File: src/sv/assert_macros.svh
// Assertion helpers shared by the RTL. Both forms assume a clock named clk_i and an
// active-low reset named rst_ni in the scope where they are used.
`ifndef ASSERT_MACROS_SVH
`define ASSERT_MACROS_SVH
`ifndef SYNTHESIS
`define PSQ_ASSERT(lbl, prop, msg) \
  lbl: assert property (@(posedge clk_i) disable iff (!rst_ni) prop) else $error(msg);
`define PSQ_ASSERT_IMPL(lbl, ante, cons, msg) \
  lbl: assert property (@(posedge clk_i) disable iff (!rst_ni) (ante) |-> (cons)) \
    else $error(msg);
`else
`define PSQ_ASSERT(lbl, prop, msg)
`define PSQ_ASSERT_IMPL(lbl, ante, cons, msg)
`endif
`endif

File: src/sv/psq_pkg.sv
package psq_pkg;

  localparam int unsigned MAX_WAITERS = 16;
  localparam int unsigned PRIO_BITS   = 16;
  localparam int unsigned TAG_BITS    = 8;
  localparam int unsigned IDX_W       = (MAX_WAITERS > 1) ? $clog2(MAX_WAITERS) : 1;
  localparam int unsigned LEN_W       = $clog2(MAX_WAITERS + 1);

  typedef struct packed {
    logic [PRIO_BITS-1:0] prio;
    logic [TAG_BITS-1:0]  tag;
  } psq_entry_t;

  // Request from the control logic to the queue sequencer.
  typedef struct packed {
    logic       start;
    logic       pop;
    logic       clear;
    psq_entry_t entry;
  } psq_cmd_t;

  // Status from the queue sequencer; entry carries the popped head when done.
  typedef struct packed {
    logic             done;
    logic [LEN_W-1:0] len;
    psq_entry_t       entry;
  } psq_sts_t;

endpackage

File: src/sv/priority_semaphore_queue.sv
// Counting semaphore with a priority-ordered wait queue.
// Requests enter on req_valid_i/req_ready_o: req_type_i selects wait or signal, and a
// wait carries priority_req_i and waiter_tag_i. Every request gives one response on
// rsp_valid_o/rsp_ready_i with status_o, the woken waiter's tag and priority, and the
// count after the request. cfg_valid_i/cfg_ready_o writes initial_count_i, which loads
// the count and empties the queue; it is taken only while no request is in flight.
// A request that does not touch the queue goes from IDLE to HOLD, and its response
// is registered from HOLD once the output register is free. A pop and an insert
// wait in QUEUE for the sequencer: a pop reads the head, and an insert passes every
// queued waiter with a lower priority value. One comparator walks the queue RAM from
// the head, one entry per cycle, moving each passed entry up by one place.
// Only one request is in flight at a time; ready is low until its result has moved
// into the output register. A held response does not block the next request, but
// that request's result waits until the receiver takes the earlier one.
// Reset loads a count of zero and an empty queue; there is no clearing pass.
`include "assert_macros.svh"

module priority_semaphore_queue (
  input  logic               clk_i,
  input  logic               rst_ni,
  input  logic               cfg_valid_i,
  output logic               cfg_ready_o,
  input  logic [14:0]        initial_count_i,
  input  logic               req_valid_i,
  output logic               req_ready_o,
  input  logic               req_type_i,
  input  logic [15:0]        priority_req_i,
  input  logic [7:0]         waiter_tag_i,
  output logic               rsp_valid_o,
  input  logic               rsp_ready_i,
  output logic [2:0]         status_o,
  output logic [7:0]         woken_tag_o,
  output logic [15:0]        woken_priority_o,
  output logic signed [15:0] count_after_o
);

  localparam int unsigned CNT_W = 16;
  localparam logic signed [CNT_W-1:0] COUNT_MAX = 16'sd32767;

  localparam logic REQ_WAIT = 1'b0;

  localparam logic [2:0] ST_GRANTED   = 3'd0;
  localparam logic [2:0] ST_QUEUED    = 3'd1;
  localparam logic [2:0] ST_WOKEN     = 3'd2;
  localparam logic [2:0] ST_NO_WAITER = 3'd3;
  localparam logic [2:0] ST_FULL      = 3'd4;
  localparam logic [2:0] ST_SATURATED = 3'd5;

  localparam logic [1:0] FSM_IDLE  = 2'd0;
  localparam logic [1:0] FSM_QUEUE = 2'd1;
  localparam logic [1:0] FSM_HOLD  = 2'd2;

  logic [1:0]              fsm_q, fsm_d;
  logic signed [CNT_W-1:0] count_q, count_d;
  logic                    out_valid_q, out_valid_d;

  logic [2:0]              res_status_q;
  logic [7:0]              res_tag_q;
  logic [15:0]             res_prio_q;
  logic [2:0]              out_status_q;
  logic [7:0]              out_tag_q;
  logic [15:0]             out_prio_q;
  logic signed [CNT_W-1:0] out_count_q;

  logic                    req_acc, cfg_acc, out_load, res_load_wake;
  logic                    queue_full, count_nonpos, inc_nonpos;
  logic signed [CNT_W-1:0] count_dec, count_inc, dec_count;
  logic [2:0]              dec_status;
  logic                    dec_queue, dec_pop;
  psq_pkg::psq_entry_t     wait_entry;
  psq_pkg::psq_cmd_t       cmd;
  psq_pkg::psq_sts_t       sts;

  assign cfg_ready_o = (fsm_q == FSM_IDLE);
  assign req_ready_o = (fsm_q == FSM_IDLE) && !cfg_valid_i;
  assign cfg_acc     = cfg_valid_i && cfg_ready_o;
  assign req_acc     = req_valid_i && req_ready_o;

  assign wait_entry.prio = priority_req_i[psq_pkg::PRIO_BITS-1:0];
  assign wait_entry.tag  = waiter_tag_i[psq_pkg::TAG_BITS-1:0];

  assign count_dec    = count_q - 16'sd1;
  assign count_inc    = count_q + 16'sd1;
  assign count_nonpos = count_q[CNT_W-1] || (count_q == '0);
  assign inc_nonpos   = count_inc[CNT_W-1] || (count_inc == '0);
  assign queue_full   = (sts.len == psq_pkg::LEN_W'(psq_pkg::MAX_WAITERS));

  always_comb begin
    dec_count  = count_q;
    dec_status = ST_NO_WAITER;
    dec_queue  = 1'b0;
    dec_pop    = 1'b0;
    if (req_type_i == REQ_WAIT) begin
      if (count_nonpos) begin
        if (queue_full) begin
          dec_status = ST_FULL;
        end else begin
          dec_count  = count_dec;
          dec_status = ST_QUEUED;
          dec_queue  = 1'b1;
        end
      end else begin
        dec_count  = count_dec;
        dec_status = ST_GRANTED;
      end
    end else begin
      if (count_q >= COUNT_MAX) begin
        dec_count  = COUNT_MAX;
        dec_status = ST_SATURATED;
      end else begin
        dec_count = count_inc;
        // A signal that leaves the count at zero or below hands the semaphore on.
        if (inc_nonpos && (sts.len != '0)) begin
          dec_status = ST_WOKEN;
          dec_queue  = 1'b1;
          dec_pop    = 1'b1;
        end
      end
    end
  end

  assign cmd.start = req_acc && dec_queue;
  assign cmd.pop   = dec_pop;
  assign cmd.clear = cfg_acc;
  assign cmd.entry = wait_entry;

  psq_seq u_seq (
    .clk_i (clk_i),
    .rst_ni(rst_ni),
    .cmd_i (cmd),
    .sts_o (sts)
  );

  assign out_load      = (fsm_q == FSM_HOLD) && (!out_valid_q || rsp_ready_i);
  assign res_load_wake = (fsm_q == FSM_QUEUE) && sts.done && (res_status_q == ST_WOKEN);

  always_comb begin
    fsm_d       = fsm_q;
    count_d     = count_q;
    out_valid_d = out_valid_q && !rsp_ready_i;
    unique case (fsm_q)
      FSM_IDLE: begin
        if (cfg_acc) begin
          count_d = signed'({1'b0, initial_count_i});
        end else if (req_acc) begin
          count_d = dec_count;
          fsm_d   = dec_queue ? FSM_QUEUE : FSM_HOLD;
        end
      end
      FSM_QUEUE: begin
        if (sts.done) begin
          fsm_d = FSM_HOLD;
        end
      end
      FSM_HOLD: begin
        if (out_load) begin
          out_valid_d = 1'b1;
          fsm_d       = FSM_IDLE;
        end
      end
      default: begin
        fsm_d = FSM_IDLE;
      end
    endcase
  end

  always_ff @(posedge clk_i or negedge rst_ni) begin
    if (!rst_ni) begin
      fsm_q       <= FSM_IDLE;
      count_q     <= '0;
      out_valid_q <= 1'b0;
    end else begin
      fsm_q       <= fsm_d;
      count_q     <= count_d;
      out_valid_q <= out_valid_d;
    end
  end

  always_ff @(posedge clk_i) begin
    if (req_acc) begin
      res_status_q <= dec_status;
      res_tag_q    <= '0;
      res_prio_q   <= '0;
    end else if (res_load_wake) begin
      res_tag_q  <= 8'(sts.entry.tag);
      res_prio_q <= 16'(sts.entry.prio);
    end
    if (out_load) begin
      out_status_q <= res_status_q;
      out_tag_q    <= res_tag_q;
      out_prio_q   <= res_prio_q;
      out_count_q  <= count_q;
    end
  end

  assign rsp_valid_o      = out_valid_q;
  assign status_o         = out_status_q;
  assign woken_tag_o      = out_tag_q;
  assign woken_priority_o = out_prio_q;
  assign count_after_o    = out_count_q;

  `PSQ_ASSERT(a_busy_after_req, (req_valid_i && req_ready_o) |=> !req_ready_o,
              "request accepted while the previous one was still in flight")
  `PSQ_ASSERT_IMPL(a_done_only_queue, sts.done, fsm_q == FSM_QUEUE,
                   "queue sequencer finished without an outstanding request")
  `PSQ_ASSERT_IMPL(a_empty_when_pos, (fsm_q == FSM_IDLE) && !count_q[CNT_W-1],
                   sts.len == '0, "waiters queued while the count is not negative")
  `PSQ_ASSERT_IMPL(a_len_matches, (fsm_q == FSM_IDLE) && count_q[CNT_W-1],
                   (CNT_W'(sts.len) + count_q) == '0,
                   "queue length differs from the negative count")

endmodule

File: src/sv/psq_ram.sv
module psq_ram #(
  parameter int unsigned WIDTH = 8,
  parameter int unsigned DEPTH = 16,
  localparam int unsigned AW = (DEPTH > 1) ? $clog2(DEPTH) : 1
) (
  input  logic             clk_i,
  input  logic             wr_en_i,
  input  logic [AW-1:0]    wr_addr_i,
  input  logic [WIDTH-1:0] wr_data_i,
  input  logic             rd_en_i,
  input  logic [AW-1:0]    rd_addr_i,
  output logic [WIDTH-1:0] rd_data_o
);

  logic [WIDTH-1:0] mem_q [DEPTH];
  logic [WIDTH-1:0] rd_data_q;

  always_ff @(posedge clk_i) begin
    if (wr_en_i) begin
      mem_q[wr_addr_i] <= wr_data_i;
    end
    if (rd_en_i) begin
      rd_data_q <= mem_q[rd_addr_i];
    end
  end

  assign rd_data_o = rd_data_q;

endmodule

File: src/sv/psq_seq.sv
module psq_seq (
  input  logic               clk_i,
  input  logic               rst_ni,
  input  psq_pkg::psq_cmd_t  cmd_i,
  output psq_pkg::psq_sts_t  sts_o
);

  // The queue is stored head last: the head sits at index len-1 and the tail at 0,
  // so a pop is a single read and an insert walks down from the head.
  localparam logic [1:0] SQ_IDLE = 2'd0;
  localparam logic [1:0] SQ_SCAN = 2'd1;
  localparam logic [1:0] SQ_HEAD = 2'd2;
  localparam logic [1:0] SQ_POP  = 2'd3;

  logic [1:0]                   state_q, state_d;
  logic [psq_pkg::LEN_W-1:0]    len_q, len_d;
  logic [psq_pkg::IDX_W-1:0]    idx_q, idx_d;
  psq_pkg::psq_entry_t          new_q, new_d;

  logic                         wr_en, rd_en, done;
  logic [psq_pkg::IDX_W-1:0]    wr_addr, rd_addr, last_idx;
  psq_pkg::psq_entry_t          wr_data, rd_entry;
  logic [$bits(psq_pkg::psq_entry_t)-1:0] rd_data;

  assign last_idx = psq_pkg::IDX_W'(len_q - 1'b1);
  assign rd_entry = rd_data;

  always_comb begin
    state_d = state_q;
    len_d   = len_q;
    idx_d   = idx_q;
    new_d   = new_q;
    wr_en   = 1'b0;
    wr_addr = idx_q;
    wr_data = new_q;
    rd_en   = 1'b0;
    rd_addr = idx_q;
    done    = 1'b0;
    unique case (state_q)
      SQ_IDLE: begin
        if (cmd_i.clear) begin
          len_d = '0;
        end else if (cmd_i.start) begin
          new_d = cmd_i.entry;
          if (cmd_i.pop) begin
            rd_en   = 1'b1;
            rd_addr = last_idx;
            state_d = SQ_POP;
          end else if (len_q == '0) begin
            state_d = SQ_HEAD;
          end else begin
            rd_en   = 1'b1;
            rd_addr = last_idx;
            idx_d   = last_idx;
            state_d = SQ_SCAN;
          end
        end
      end
      SQ_SCAN: begin
        // A stored entry with a strictly lower value stays ahead and moves up one
        // place; the newcomer goes in front of the first equal or greater one.
        wr_en   = 1'b1;
        wr_addr = idx_q + 1'b1;
        if (new_q.prio > rd_entry.prio) begin
          wr_data = rd_entry;
          if (idx_q == '0) begin
            state_d = SQ_HEAD;
          end else begin
            rd_en   = 1'b1;
            rd_addr = idx_q - 1'b1;
            idx_d   = idx_q - 1'b1;
          end
        end else begin
          wr_data = new_q;
          len_d   = len_q + 1'b1;
          done    = 1'b1;
          state_d = SQ_IDLE;
        end
      end
      SQ_HEAD: begin
        wr_en   = 1'b1;
        wr_addr = '0;
        wr_data = new_q;
        len_d   = len_q + 1'b1;
        done    = 1'b1;
        state_d = SQ_IDLE;
      end
      SQ_POP: begin
        len_d   = len_q - 1'b1;
        done    = 1'b1;
        state_d = SQ_IDLE;
      end
      default: begin
        state_d = SQ_IDLE;
      end
    endcase
  end

  always_ff @(posedge clk_i or negedge rst_ni) begin
    if (!rst_ni) begin
      state_q <= SQ_IDLE;
      len_q   <= '0;
    end else begin
      state_q <= state_d;
      len_q   <= len_d;
    end
  end

  always_ff @(posedge clk_i) begin
    idx_q <= idx_d;
    new_q <= new_d;
  end

  psq_ram #(
    .WIDTH($bits(psq_pkg::psq_entry_t)),
    .DEPTH(psq_pkg::MAX_WAITERS)
  ) u_ram (
    .clk_i    (clk_i),
    .wr_en_i  (wr_en),
    .wr_addr_i(wr_addr),
    .wr_data_i(wr_data),
    .rd_en_i  (rd_en),
    .rd_addr_i(rd_addr),
    .rd_data_o(rd_data)
  );

  assign sts_o.done  = done;
  assign sts_o.len   = len_q;
  assign sts_o.entry = rd_entry;

endmodule
File: config.mk
export PLATFORM = sky130hd
export DESIGN_NAME = priority_semaphore_queue
export DESIGN_NICKNAME = d
export VERILOG_FILES = /design/src/sv/psq_pkg.sv /design/src/sv/priority_semaphore_queue.sv /design/src/sv/psq_ram.sv /design/src/sv/psq_seq.sv
export VERILOG_INCLUDE_DIRS = /design/src /design/src/sv
export SDC_FILE = /design/constraint.sdc
export NUM_CORES = 1
export LEC_CHECK = 0
export ABC_AREA = 1
export BUFFER_PORTS_ARGS = -buffer_cell sky130_fd_sc_hd__buf_2
export CORE_UTILIZATION = 67
export DETAILED_ROUTE_END_ITERATION = 12
export PLACE_DENSITY = 0.85
export SLEW_MARGIN = 25
export SYNTH_ARGS = -nofsm -noshare
export SYNTH_HDL_FRONTEND = slang
export SYNTH_SLANG_ARGS = --single-unit
File: constraint.sdc
create_clock -name clk_i -period 8 [get_ports clk_i]
set_input_delay 0.8 -clock clk_i [delete_from_list [all_inputs] [get_ports clk_i]]
set_output_delay 0.8 -clock clk_i [all_outputs]
set_load 0.01 [all_outputs]
# After elaboration in Yosys (flattened, before gate mapping)
# Memory sizes are Yosys's and may differ from the RTL's. A register that Yosys moved wholly into a read port is not among the register bits.
# Cells that the tools add are included.
# Widths: inputs -> output; s select.
# totals
register_bits,124
ramBits,384
out_inout_bits,46
wordCells,136
mem_count,1
# classes
add_sub_neg,6
n_lt_le_gt_ge,2
eq_ne,18
muxes,61
bitwise_logic,1
reduce_logical,32
# mem_list
memory,words,word_bits,rd,rd_clocked_by_memory_dff,write_ports,line_no,text
u_seq.u_ram.mem_q,16,24,1,1,1,psq_ram.sv:15,logic [WIDTH-1:0] mem_q [DEPTH];
# op_table
operator,count
$mux 16,6
$mux 24,2
$mux 4,9
$logic_not 16->1,2
$pmux 4 s2,3
$mux 2,11
$pmux 5 s4,1
$mux 1,19
$add 16x2->16 const B,1
$ge 16x16->1 const B,1
$gt 16x16->1,1
$sub 16x2->16 const B,1
$ne 2x2->1 const B,7
$mux 3,4
$pmux 2 s3,2
$mux 5,2
$logic_and 1x1->1,9
$reduce_and 3->1,3
$reduce_and 4->1,2
$eq 2x2->1 const B,3
$add 5x1->5 const B,1
$eq 5x5->1 const B,1
$logic_not 5->1,1
$reduce_bool 5->1,1
other kinds (17),27

# Logic depth before layout (Yosys ltp)
# Gate-level depths: netlist of run 1.
# logic_depth
ltp_word,11
depth_mapped,26
depth_no_buf,23

# Modules after synthesis
# From an unflattened synthesis of run 1, not the netlist that was laid out.
# unflattened
hier_cells,2396
area_unflattened_um2,23884.2
# by_module_without_submodules
module,n_inst,cells_each,area_each_um2,seq_area_each_um2
psq_ram,1,1597,17191.5,12251.8
priority_semaphore_queue,1,462,4081.4,2337.2
psq_seq,1,337,2611.3,1016.0

# Worst setup path before layout of run 1
# No wires, ideal clock.
# synth_timing
kind,register to register
startpoint,register count_q[0]
endpoint,"register u_seq.u_ram.rd_data_q[0] (netlist: u_seq.u_ram.rd_data_o[0]) (read register of u_seq.u_ram.mem_q), enable pin"
setup_time_ns,0.414
t_arrival_ns,2.929
required_time_ns,7.586
slack_ns,4.657
path_stages_with_launch,16
n_path_buf,0
period_less_slack_ns,3.343
cell_sequence,dfrtp_1 ha_1 nand2_1 nor2_2 nand3_1 nand2_1 nand2_1 nor2_1 nand2_1 nor2_1 nand2_1 nand2_1 nand3_2 nand2_2 nand2_4 o22ai_1
# synth_via
elab_chain_cells,11
word_cells_on_any_way,21
cone_classes,1 x add/sub; 1 x order compare; 13 x mux; 6 x reduce/logical
# synth_lines
item,line_no,text
from (decl),priority_semaphore_queue.sv:54,"logic signed [CNT_W-1:0] count_q, count_d;"
from (signal assigned),priority_semaphore_queue.sv:174,count_q <= count_d;
$add 16x2->16,priority_semaphore_queue.sv:83,assign count_inc = count_q + 16'sd1;
$logic_not 16->1,priority_semaphore_queue.sv:85,assign inc_nonpos = count_inc[CNT_W-1] || (count_inc == '0);
$logic_or 1x1->1,priority_semaphore_queue.sv:85,
$logic_and 1x1->1,priority_semaphore_queue.sv:113,if (inc_nonpos && (sts.len != '0)) begin
$mux 1,priority_semaphore_queue.sv:113,
$mux 1,priority_semaphore_queue.sv:107,if (count_q >= COUNT_MAX) begin
$mux 1,priority_semaphore_queue.sv:93,if (req_type_i == REQ_WAIT) begin
$mux 1 or $logic_and 1x1->1 (tied branches),"psq_seq.sv:45, priority_semaphore_queue.sv:122",
$mux 1 *,psq_seq.sv:43,end else if (cmd_i.start) begin
$mux 1 *,psq_seq.sv:41,if (cmd_i.clear) begin
$pmux 1 s2 *,psq_seq.sv:39,unique case (state_q)
via u_seq.rd_en,psq_seq.sv:20,"logic wr_en, rd_en, done;"
to (decl),psq_ram.sv:16,logic [WIDTH-1:0] rd_data_q;
# The timed path passes the listed nets; every way through them passes the cells marked *.
# A chain may end at the register's enable or synchronous reset.

# Final worst setup path of run 1
# layout_timing
startpoint,register count_q[1]
endpoint,register u_seq.u_ram.rd_data_q[22] (netlist: u_seq.u_ram.rd_data_o[22]) (read register of u_seq.u_ram.mem_q) (data pin)
# layout_via
elab_chain_cells,11
word_cells_on_any_way,21
cone_classes,1 x add/sub; 1 x order compare; 13 x mux; 6 x reduce/logical
# layout_lines
item,line_no,text
$add 16x2->16,priority_semaphore_queue.sv:83,
$logic_not 16->1,priority_semaphore_queue.sv:85,
$logic_or 1x1->1,priority_semaphore_queue.sv:85,
$logic_and 1x1->1,priority_semaphore_queue.sv:113,
$mux 1,priority_semaphore_queue.sv:113,
$mux 1,priority_semaphore_queue.sv:107,
$mux 1,priority_semaphore_queue.sv:93,
$mux 4 (tied with other cells),psq_seq.sv:45,if (cmd_i.pop) begin
$mux 4 or $mux 1 (tied branches),psq_seq.sv:43,
$mux 4 or $mux 1 (tied branches),psq_seq.sv:41,
$pmux 4 s2 or $pmux 1 s2 (tied branches),psq_seq.sv:39,
# Parallel ways exist; a longest one is shown, timed or not.

==> impl_metrics.yaml, run 1 <==
status:
  status: "finished clean"
timing:
  fin_crit_sh: 0.6590
  maxSlewViolCount: 0
  fmax_mhz: 189.7
  setup-violations-final: 0
  rsz0062_at_grt: "no"
  slew_headroom: 0.2797
  finalHoldViolCount: 0
  layout_min_cycle_time_ns: 5.272
  fin_ws_ns: 2.728
  tightestPinTransition_ns: 1.079
  skew_ns: 0.02316
  holdWs_ns: 0.2097
  setup_tns_ns: 0
finish:
  drive_above_1_share: 0.1075
  nets: 2481
  antenna_cells: 0
  fillers: 2115
  syn_to_final_growth_pct: 10.96
  fin_cells: 2907
  fin_util: 0.7550
logic_synthesis:
  seq_area_frac_synth: 0.6464
  synth_area_um2: 24140
  synth_top_area_frac: 0.5995
  synth.distinct_cells: 46
  synth_area_leaders: "edfxtp_1 60%, nand3_1 10%, inv_1 6.8%, nand2_1 6.1%, dfrtp_1 2.7%"
  synth-main-ff-cell: "edfxtp_1"
  yosys.area.top_type: "edfxtp_1"
  yosys_warnings: 0
  postSynthCellCount: 2338
  yosysMostFrequentCell: "nand3_1"
  synth-edff-count: 482
  ys_ff_latch: 532
  synth_nets: 2409
  async_reset_ff_frac: 0.04887
  avgSynthCellArea_um2: 10.33
  synthTopCellsByCount: "490 x nand3_1, 482 x edfxtp_1, 439 x inv_1"
job:
  maxCapViolCount: 0
global_routing:
  first_global_vias: 17659
  antenna_found_initial: 0
  grt_max_degree: 103
  overflow: 0
  grt.total_usage: 0.3472
  grt_pass1_wl_um: 95520
placed_design:
  portBuffers: 90
  post-place-ws_ns: 2.483
  post-dp-hpwl_um: 35300
  placed_cells: 2817
  place.gp.congestion: 0.9328
route:
  wl_um: 63240
  drtPass1Iterations: 6
  final_antenna_net_count: 0
  via_count: 18200
  via_per_inst: 6.261
  wl_per_cell_um: 21.75
  drc_errors: 0
  drtIter0Drc: 2750
worst_setup_path:
  end_kind: "register"
  crit_path_max_fanout: 102
  cp.required_ns: 8.36
  path_class: "reg2reg"
  start_kind: "register"
  cp.arrival_ns: 5.64
clock_tree:
  cts_hold_buf: 0
  post_cts_buffers: 0
  cts_tree: "yes"
  cts_root_buffer: "clkbuf_16"
  cts_buffers: 52
  htree_levels: 2
  cts_sinks: 532
  cts_resized: 0
  cts.clk_slew.worst_paths_ns: 0.06
  clk_latency_ns: 0.61
  clockBufferDepth: 3
floorplan:
  die_y_um: 191.8
  start_util: 0.6804
  core_area_um2: 35480
  pin_count: 91
  rows: 69
  dieArea_um2: 36800
  die_w_um: 191.8
min_path:
  hold_class: "in2async"
pwr:
  leakagePower_nw: 11.28
  power_density_nw_per_um2: 407.9
  irDropWorstVdd_uv: 371.2
==> cell type report <==
class / instances / area [um^2] / share of cell area
Inverter: 445 / 1673 / 0.06244
Sequential cell: 532 / 15610 / 0.5825
Clock inverter: 26 / 312.8 / 0.01168
Clock buffer: 64 / 1398 / 0.05217
Tap cell: 461 / 576.8 / 0.02153
Multi-Input combinational cell: 1242 / 6397 / 0.2388
Timing Repair Buffer: 137 / 827.0 / 0.03087
==> flip-flops by register name (all words and copies together) (netlist names), 16 cells and up <==
name / flops
count_after_o: 16
count_q: 16
res_prio_q: 16
u_seq.new_q: 24
u_seq.u_ram.mem_q: 384
u_seq.u_ram.rd_data_o: 24
woken_priority_o: 16
==> metrics by stage <==
stage / power (mW) / area, um^2
6_report: 10.93 / 26790
5_1_grt: 11.44 / 26790
4_1_cts: 10.79 / 26770
3_5_place_dp: 8.270 / 25060
3_3_place_gp: 8.057 / 25020
2_1_floorplan: 7.050 / 24140
==> kinds of logic (layout without fill, tap and decap cells) <==
| logic type | Yosys count | count (layout) | synth area share |
|---|---|---|---|
| AO/OA/AOI/OAI | 165 | 165 | 0.03913 |
| AND/OR/NAND/NOR | 1029 | 1029 | 0.1989 |
| adder cells (fa/ha/maj) | 26 | 26 | 0.01347 |
| buffers and inverters | 564 | 672 | 0.09334 |
| multiplexers | 8 | 8 | 0.003731 |
| flip-flops | 532 | 532 | 0.6464 |
| XOR/XNOR | 14 | 14 | 0.005079 |
==> final timing paths <==
check,startpoint,end,slack [ns],depth (start not counted)
max,count_q[1],u_seq.u_ram.rd_data_o[22],2.73,23
min,rst_ni,count_q[8],0.21,1
max reg2reg,count_q[1],u_seq.u_ram.rd_data_o[22],2.73,23
min reg2reg,res_tag_q[3],woken_tag_o[3],0.43,0
max in group asynchronous,rst_ni,count_q[0],7.37,1
min in group clk_i,priority_req_i[10],u_seq.new_q[18],0.37,1
==> placed cells by master (no fill, tap or decap), types with 2 or more instances in the layout <==
cell / count
ha_1: 26
clkbuf_1: 8
mux2_2: 8
bufinv_16: 7
inv_2: 3
nor3_1: 7
inv_6: 2
xnor2_1: 3
buf_2: 90
a22oi_1: 3
nor2_4: 7
o211ai_1: 7
clkbuf_16: 53
nor2_1: 43
nand2_2: 4
edfxtp_1: 482
clkinvlp_4: 3
o221ai_1: 5
buf_4: 45
nand3_1: 489
xor2_1: 11
nand2_1: 388
a21oi_1: 43
o21ai_0: 86
nand2_4: 2
nor4_1: 2
clkinv_1: 11
dfxtp_1: 24
nand3_2: 3
nand4_1: 13
clkbuf_8: 3
dfrtp_1: 26
clkinv_2: 4
a31oi_1: 2
a32o_1: 4
o22ai_1: 6
nor2_2: 16
nand3b_1: 50
nand3_4: 2
inv_1: 439
==> where the power goes <==
part / switching [mW] / internal (mW) / total, mW / leakage, nW
clock: 1.03 / 1.46 / 2.49 / 0.826
sequential: 0.223 / 3.62 / 3.84 / 4.90
combinational: 3.32 / 1.27 / 4.59 / 5.56
==> layer usage <==
metal	part of all wire	vias up	wire length [um]	track usage
met1	0.36	8503	22880	0.4657
met2	0.45	1443	28720	0.5351
li1	-	7982	-	-
met4	0.050	0	3180	0.1905
met5	0	-	0	0
met3	0.13	272	8465	0.06925
==> worst max-delay path, stage by stage, from the launching register on <==
cell	delay (ns)
dfrtp_1	0.46
ha_1	0.26
nand2_1	0.09
nor2_2	0.23
nand3_1	0.11
nand2_1	0.10
nand2_1	0.06
nor2_1	0.10
nand2_1	0.06
nor2_1	0.08
nand2_1	0.06
nand2_1	0.09
nand3_2	0.10
nand2_2	0.13
nand2_4	0.10
nand3_4	0.36
nand3_4	0.71
nand2_8	0.81
buf_4	0.51
nand2_1	0.14
nand3_1	0.12
nand3_1	0.08
nand3_1	0.13
nand2_1	0.06
No activity file was read; power rests on OpenSTA's default activity.
==> run 2, diff against run 1 <==
--- a/config.mk
+++ b/config.mk
@@ -8,9 +8,9 @@
 export LEC_CHECK = 0
 export ABC_AREA = 1
 export BUFFER_PORTS_ARGS = -buffer_cell sky130_fd_sc_hd__buf_2
-export CORE_UTILIZATION = 67
+export CORE_UTILIZATION = 62
 export DETAILED_ROUTE_END_ITERATION = 12
-export PLACE_DENSITY = 0.85
+export PLACE_DENSITY = 0.8
 export SLEW_MARGIN = 25
 export SYNTH_ARGS = -nofsm -noshare
 export SYNTH_HDL_FRONTEND = slang
==> constraint.sdc (replaced) <==
create_clock -name clk_i -period 5.44 [get_ports clk_i]
set_input_delay 0.544 -clock clk_i [delete_from_list [all_inputs] [get_ports clk_i]]
set_output_delay 0.544 -clock clk_i [all_outputs]
set_load 0.01 [all_outputs]
==> impl_metrics.yaml, run 2 (synthesis results as in run 1) <==
clock_tree:
  clk_latency_ns: 0.60
  clockBufferDepth: 3
  htree_levels: 2
  cts_sinks: 532
  cts_resized: 0
  cts_tree: "yes"
  cts_root_buffer: "clkbuf_16"
  post_cts_buffers: 0
  cts_buffers: 52
  cts.clk_slew.worst_paths_ns: 0.06
worst_setup_path:
  cp.required_ns: 5.88
  reg2reg_to: "u_seq.u_ram.rd_data_o[20]"
  start_kind: "register"
  end_kind: "register"
  cp.arrival_ns: 4.69
  worst-r2r-setup-slack_ns: 1.19
  crit_path_max_fanout: 44
  path_class: "reg2reg"
  reg2reg_depth: 22
  r2r_start: "count_q[0]"
global_routing:
  grt_pass1_wl_um: 94850
  antenna_found_initial: 2
  overflow: 0
  grt_max_degree: 145
  grt.total_usage: 0.3210
  first_global_vias: 17147
floorplan:
  dieArea_um2: 39730
  start_util: 0.6350
  pin_count: 91
  die_w_um: 199.3
  die_y_um: 199.3
  rows: 71
  core_area_um2: 38020
route:
  drtPass1Iterations: 7
  drtIter0Drc: 2190
  wl_um: 62280
  wl_per_cell_um: 20.96
  via_per_inst: 5.934
  final_antenna_net_count: 0
  drc_errors: 0
  via_count: 17635
placed_design:
  place.gp.congestion: 0.8737
  post-dp-hpwl_um: 36500
  place_area_um2: 25260
  portBuffers: 90
finish:
  largest-register: "u_seq.u_ram.mem_q"
  final_common_cell: "nand3_1"
  largest_register_ffs: 384
  nets: 2492
  syn_to_final_growth_pct: 11.32
  final_cell_mix: "489 x nand3_1, 482 x edfxtp_1, 439 x inv_1, 388 x nand2_1, 90 x buf_2"
  final_area_um2: 26880
  drive_above_1_share: 0.1102
status:
  status: "finished clean"
timing:
  slew_headroom: 0.3519
  fin_crit_sh: 0.7813
  setup_tns_ns: 0
  layout_min_cycle_time_ns: 4.250
  skew_ns: 0.01079
  rsz0062_at_grt: "no"
  finalHoldViolCount: 0
  setup-violations-final: 0
  fmax_mhz: 235.3
  maxSlewViolCount: 0
  tightestPinTransition_ns: 0.9700
pwr:
  p_switching_mw: 6.756
  sequentialPowerShare: 0.352
  leakagePower_nw: 11.31
  p_int_mw: 9.265
  switching_share: 0.4217
  combPwrFrac: 0.433
  p_clk_frac: 0.215
  irDropWorstVdd_uv: 712.9
  power_density_nw_per_um2: 596.1
min_path:
  min_from: "waiter_tag_i[5]"
  min_to: "u_seq.new_q[5]"
  whs_path_depth: 1
  hold_class: "in2reg"
job:
  maxCapViolCount: 0
run 2: cell count changes in the layout (fill, tap and decap cells not counted), moves of 2 or more:
cell and delta:
clkinv_2 +5, clkinv_1 -5, inv_6 -2, clkbuf_1 +10, bufinv_16 -5, buf_12 +6, buf_4 +4, nor2_4 -4
nor2_2 +4
run 2: how the worst max path moves through the flow:
stage	startpoint	endpoint	slack [ns]	depth (start not counted)
floorplan	count_q[0]	u_seq.u_ram.rd_data_o[0]	2.10	15
detailed placement	count_q[0]	u_seq.u_ram.rd_data_o[20]	1.37	22
global route	count_q[0]	u_seq.u_ram.rd_data_o[20]	0.97	19
global placement	count_q[0]	u_seq.u_ram.rd_data_o[19]	1.37	22
finish	count_q[0]	u_seq.u_ram.rd_data_o[20]	1.19	22
CTS	count_q[0]	u_seq.u_ram.rd_data_o[20]	1.31	22
run 2: worst max-delay path, cell delays in order, from the launching register on:
cell and delay [ns]:
dfrtp_1 0.52, ha_1 0.26, nand2_1 0.09, nor2_2 0.25, nand3_1 0.12, nand2_1 0.07, nand2_1 0.08, nor2_1 0.09
nand2_1 0.07, nor2_1 0.08, nand2_1 0.06, nand2_1 0.09, nand3_2 0.10, nand2_2 0.16, nand2_4 0.12, nand2_2 0.15
nor2_1 0.08, a21oi_4 0.74, buf_12 0.34, nand3_1 0.14, nand3_1 0.12, nand3_1 0.11, nand2_1 0.18
run 2: area by class of cell:
class,count,area (um^2)
fill,2623,11140
tap,511,639.4
timing repair buffer,148,987.2
inverter,445,1670
clock buffer,75,1449
antenna,1,2.502
multi-input combinational,1242,6369
clock inverter,18,155.1
sequential,532,15610
run 2: layer usage:
metal / vias to the layer above / GRT usage / part of all wire
li1: 8012 / - / -
met1: 8341 / 0.4361 / 0.39
met2: 1104 / 0.5048 / 0.46
met3: 178 / 0.06397 / 0.12
met4: 0 / 0.1405 / 0.034
met5: - / 0 / 0
run 2: repair_timing:
item	CTS	global route
hold buffers	1	0
endpoints found under the hold margin	26	0
endpoints found under the setup margin	0	0
run 2: per-stage QoR:
stage,instances,power (mW),util,hold slack (ns),setup slack [ns]
final,2972,16.02,0.7069,0.1235,1.190
after CTS,2971,15.90,0.7068,0.1087,1.312
after floorplan,2338,10.37,-,0.2484,2.097
after detailed placement,2877,12.46,0.6644,0.4161,1.370
after global routing,2972,16.86,0.7069,0.1195,0.9661
after global placement,2875,12.19,0.6634,0.4125,1.371
run 2: power by group through the flow:
stage / combinational [mW] / clock (mW) / sequential, mW
after floorplan: 4.72 / 0 / 5.65
after detailed placement: 6.75 / 0 / 5.71
final: 6.93 / 3.45 / 5.64
after global placement: 6.50 / 0 / 5.69
after global routing: 7.57 / 3.60 / 5.69
after CTS: 6.81 / 3.46 / 5.63
